[src/rtl/ugli_pkg.sv]
// types and codes shared by the uniform grid interpolator
// no dependencies
package ugli_pkg;

  localparam logic [1:0] OP_EVAL  = 2'd0;
  localparam logic [1:0] OP_WRITE = 2'd1;
  localparam logic [1:0] OP_READ  = 2'd2;

  localparam logic [1:0] CFG_RANGE_LOW  = 2'd0;
  localparam logic [1:0] CFG_RANGE_HIGH = 2'd1;
  localparam logic [1:0] CFG_NODES      = 2'd2;

  localparam logic [8:0] NODES_RESET = 9'd256;
  localparam int FRAC_BITS = 16;

  typedef struct packed {
    logic [1:0]         opcode;
    logic signed [31:0] x_value;
    logic [7:0]         node_index;
    logic signed [31:0] node_value;
  } in_item_t;

  typedef struct packed {
    logic signed [31:0] result_value;
    logic               in_range;
  } out_item_t;

  // control and payload that travel along the pipeline
  typedef struct packed {
    logic               valid;
    logic [1:0]         op;
    logic               ok;
    logic [7:0]         idx;
    logic signed [31:0] val;
  } meta_t;

endpackage

[src/rtl/ugli_div.sv]
// pipelined restoring divider, one quotient bit per stage
// depends on ugli_pkg
module ugli_div import ugli_pkg::*; #(
  parameter int QW = 24
) (
  input  logic          clk,
  input  logic          rst_n,
  input  meta_t         in_meta,
  input  logic [31:0]   in_rem,
  input  logic [QW-1:0] in_low,
  input  logic [31:0]   in_span,
  output meta_t         out_meta,
  output logic [QW-1:0] out_quot
);
  meta_t         meta_r [1:QW];
  logic [31:0]   rem_r  [1:QW];
  logic [QW-1:0] low_r  [1:QW];
  logic [31:0]   span_r [1:QW];

  for (genvar g = 0; g < QW; g++) begin : g_stage
    meta_t         cm;
    logic [31:0]   cr;
    logic [QW-1:0] cl;
    logic [31:0]   cs;
    logic [32:0]   t;
    logic          ge;
    logic [32:0]   diff;
    logic [QW-1:0] low_nxt;

    if (g == 0) begin : g_first
      assign cm = in_meta;
      assign cr = in_rem;
      assign cl = in_low;
      assign cs = in_span;
    end else begin : g_rest
      assign cm = meta_r[g];
      assign cr = rem_r[g];
      assign cl = low_r[g];
      assign cs = span_r[g];
    end

    // shift in the next numerator bit and try a subtract
    assign t    = {cr, cl[QW-1]};
    assign diff = t - {1'b0, cs};
    assign ge   = (t >= {1'b0, cs});
    if (QW > 1) begin : g_shift
      assign low_nxt = {cl[QW-2:0], ge};
    end else begin : g_one
      assign low_nxt = ge;
    end

    always_ff @(posedge clk) begin
      if (!rst_n) begin
        meta_r[g+1].valid <= 1'b0;
      end else begin
        meta_r[g+1] <= cm;
      end
      rem_r[g+1]  <= ge ? diff[31:0] : t[31:0];
      low_r[g+1]  <= low_nxt;
      span_r[g+1] <= cs;
    end
  end

  assign out_meta = meta_r[QW];
  assign out_quot = low_r[QW];
endmodule

[config.mk]
export PLATFORM = sky130hd
export DESIGN_NAME = ugli_div
export DESIGN_NICKNAME = d
export VERILOG_FILES = /design/src/rtl/ugli_pkg.sv /design/src/rtl/ugli_div.sv
export SDC_FILE = /design/constraint.sdc
export NUM_CORES = 2
export LEC_CHECK = 0
export BUFFER_PORTS_ARGS = -buffer_cell sky130_fd_sc_hd__buf_2
export CORE_MARGIN = 4
export CORE_UTILIZATION = 60
export CTS_CLUSTER_DIAMETER = 60
export DETAILED_ROUTE_END_ITERATION = 16
export PLACE_DENSITY = 0.77
export SYNTH_ARGS = -nofsm -noshare
export SYNTH_HDL_FRONTEND = slang
export SYNTH_SLANG_ARGS = --single-unit
[constraint.sdc]
create_clock -name clk -period 6.5 [get_ports clk]
set_input_delay 0 -clock clk [delete_from_list [all_inputs] [get_ports clk]]
set_output_delay 0 -clock clk [all_outputs]
set_load 0.05 [all_outputs]
==> run summary <==
Final #Nets: 12100
number of flops mapped to enable cells by yosys: 1032
Routability Congestion: 0.953
Peak VDD IR: 339 uV
post-route non-filler standard cell count: 14100
worst hold path class: in2reg
CTS sink cnt: 3104
largest net degree at the start of global routing: 214
DP HPWL: 197000 um
clk slew on worst S/H paths: 80 ps
largest family of logic cells by synthesized area: compound AO/OA/AOI/OAI gates
Achievable Freq: 219 MHz
drt pass-1 iters: 6
Inst Count DP: 13300
Final WS setup: 1930 ps
WS Path Type: in2reg
Avg WL per Cell: 20.5 um
Core Region: 0.202 sq mm
global-route wire length before repair: 453000 um
Final Cycle Share: 0.703
die area: 0.210 sq mm
clk buf depth: 4
CP Launch Type: input pin
RSZ-0062 raised after global routing: no
Leakage: 60.1 nW
H-tree depth: 5
area grow syn2layout: 14.1%
wirelength, routed: 290000 um
Initial Util: 0.603
CP endpoint kind: flop
post-layout utilization of the core: 0.688
Max Cap Violations: 0
fin crit period: 4570 ps
setup violators final: 0
initial antenna violation count: 11
Final Power: 74.1 mW
xor and xnor fraction of the mapped netlist area: 0.0436
clk root buf: clkbuf_16
DRT iter0 DRCs: 6515
Setup Buffers After CTS: 0
cts bufs inserted: 319
vias: 79900
I/O Buffers: 201
Fin. Hold Viols: 0
ys flop type: dfxtp_1
ANT nets after route: 0
post-synthesis simple-gate area fraction: 0.0804
register area share after synthesis: 0.596
number of global-route vias before repair: 80200
async set-reset flop share out of synthesis: 0
Avg Synthesized Cell Area: 11.5 sq um
width of the chip: 458 um
Rows: 165
post-CTS sizing: 0
DRC violations left: 0
Avg Vias per Cell: 5.66
worst endpoint data arrival time: 5420 ps
GRT Total Usage: 0.272
post-synth cell types: 90
#FFs+latches synth: 3104
Synth Net Count: 11500
power density over the cells: 534 mW/mm^2
WP data required: 7350 ps
relative slew slack: 0.190
fin. max-slew vios: 0
synthesized instance count: 10600
Synth Area in Compound Gates: 0.132
mux contribution to synthesized area: 0.0282
Worst-Skew Late Latency: 970 ps
CTS tree: done
Worst-Margin Slew: 1220 ps
Post-Place Worst Slack: 2220 ps
adder-cell share of the synthesized area: 0.0828
# IOs: 202
run status: completed
Syn Std Cell Area: 0.122 sq mm
setup TNS: 0 ps
filler cell count: 14100
fraction of layout cells with a size suffix above 1: 0.0939
Layout Skew: 116 ps
Die Span Y: 458 um
critical path peak fanout: 5
yosys warns: 0
gr ovfl total: 0
per-layer routing:
layer | vias to the layer above | GRT usage | part of all wire
li1 | 38600 | - | -
met1 | 38000 | 0.357 | 0.43
met2 | 2638 | 0.457 | 0.47
met3 | 706 | 0.0366 | 0.051
met4 | 4 | 0.115 | 0.046
met5 | - | 0 | 0.000093
cells in the mapped netlist (136+ instances only):
cell type,count,area share
a21o_1,423,0.026
a21oi_1,704,0.029
clkbuf_1,194,0.0060
dfxtp_1,2072,0.34
edfxtp_1,1032,0.25
ha_1,768,0.079
inv_1,958,0.030
mux2_2,238,0.022
nand2_1,729,0.022
nand3_1,138,0.0057
nand4_1,136,0.0070
nor2_1,469,0.014
o21ai_0,634,0.026
xnor2_1,356,0.026
xor2_1,249,0.018
sequential cells by signal, indices dropped and copies added, names as in the netlist:
register,count
span_r,736
meta_r,1056
low_r,576
rem_r,736
worst paths after layout:
path                               start                endpoint  slack [ps]  cells past startpoint
setup / recovery              in_span[1]    rem_r[0][62]$_DFF_P_        1930                     15
setup reg to reg   span_r[0][33]$_DFF_P_    rem_r[0][67]$_DFF_P_        1980                     12
hold reg to reg   span_r[2][159]$_DFF_P_  span_r[2][191]$_DFF_P_         280                      0
hold / removal                 in_rem[9]    rem_r[0][42]$_DFF_P_         180                      5
worst max-delay path: stages:
cell	delay, ps
dlygate4sd3_1	530
buf_2	120
dlygate4sd3_1	600
fa_1	230
nor2b_1	80
o2111ai_1	260
a21boi_0	240
o31ai_1	750
o211ai_1	210
a221o_1	450
a41oi_1	650
o311ai_0	300
xnor2_1	240
o21ai_0	130
dlygate4sd3_1	630
layout make-up:
class	instances	area, sq um	area share
antenna	4	10.0	0.0000721
clock buffer	432	8930	0.0643
clock inverter	129	1510	0.0109
inverter	958	3600	0.0259
multi-input combinational	6298	44800	0.322
sequential	3104	72500	0.522
tap	2672	3340	0.0241
timing repair buffer	525	4210	0.0304
report_power, final:
group          internal [mW]  leakage, nW  total [mW]  switching (mW)
logic                   12.4         27.5        29.0            16.6
registers               24.4         27.6        26.8            2.40
clock network           10.8         5.10        18.3            7.53
placed cells by master (no fill, tap or decap), types with 43 or more instances in the layout:
cell type / n
clkbuf_1: 69
inv_1: 958
clkbuf_16: 326
nand2_1: 729
buf_2: 200
clkinv_2: 43
mux2_2: 238
edfxtp_1: 1032
nor2_1: 469
a21o_1: 423
nand2b_1: 105
nand4_1: 136
nor2b_1: 102
o21ai_0: 634
dlygate4sd3_1: 286
o21a_1: 95
nor3_1: 100
o21bai_1: 106
xnor2_1: 356
nand3_1: 137
ha_1: 768
xor2_1: 249
a211oi_1: 66
o31ai_1: 74
a21oi_1: 702
a31oi_1: 77
and3_1: 71
dfxtp_1: 2072
and2_1: 59
cells by family (layout without fill, tap and decap cells):
family                   after synthesis  count (layout)
AND/OR/NAND/NOR                     2070            2070
adder cells (fa/ha/maj)              791             791
AO/OA/AOI/OAI                       2532            2532
other                                  0               4
multiplexers                         300             300
buffers and inverters               1202            2044
flip-flops                          3104            3104
XOR/XNOR                             605             605
what timing repair did:
| item | CTS | global route |
|---|---|---|
| hold buffers | 286 | 0 |
| hold endpoints to repair | 304 | 0 |
| endpoints found under the setup margin | 0 | 0 |
through the flow:
step / area [sq um] / hold WS, ps
after floorplan: 122000 / 27.7
after global placement: 126000 / 102
after detailed placement: 126000 / 104
after CTS: 139000 / 11.3
after global routing: 139000 / 138
final: 139000 / 177
Note: power is estimated with default switching activity, not from simulation.
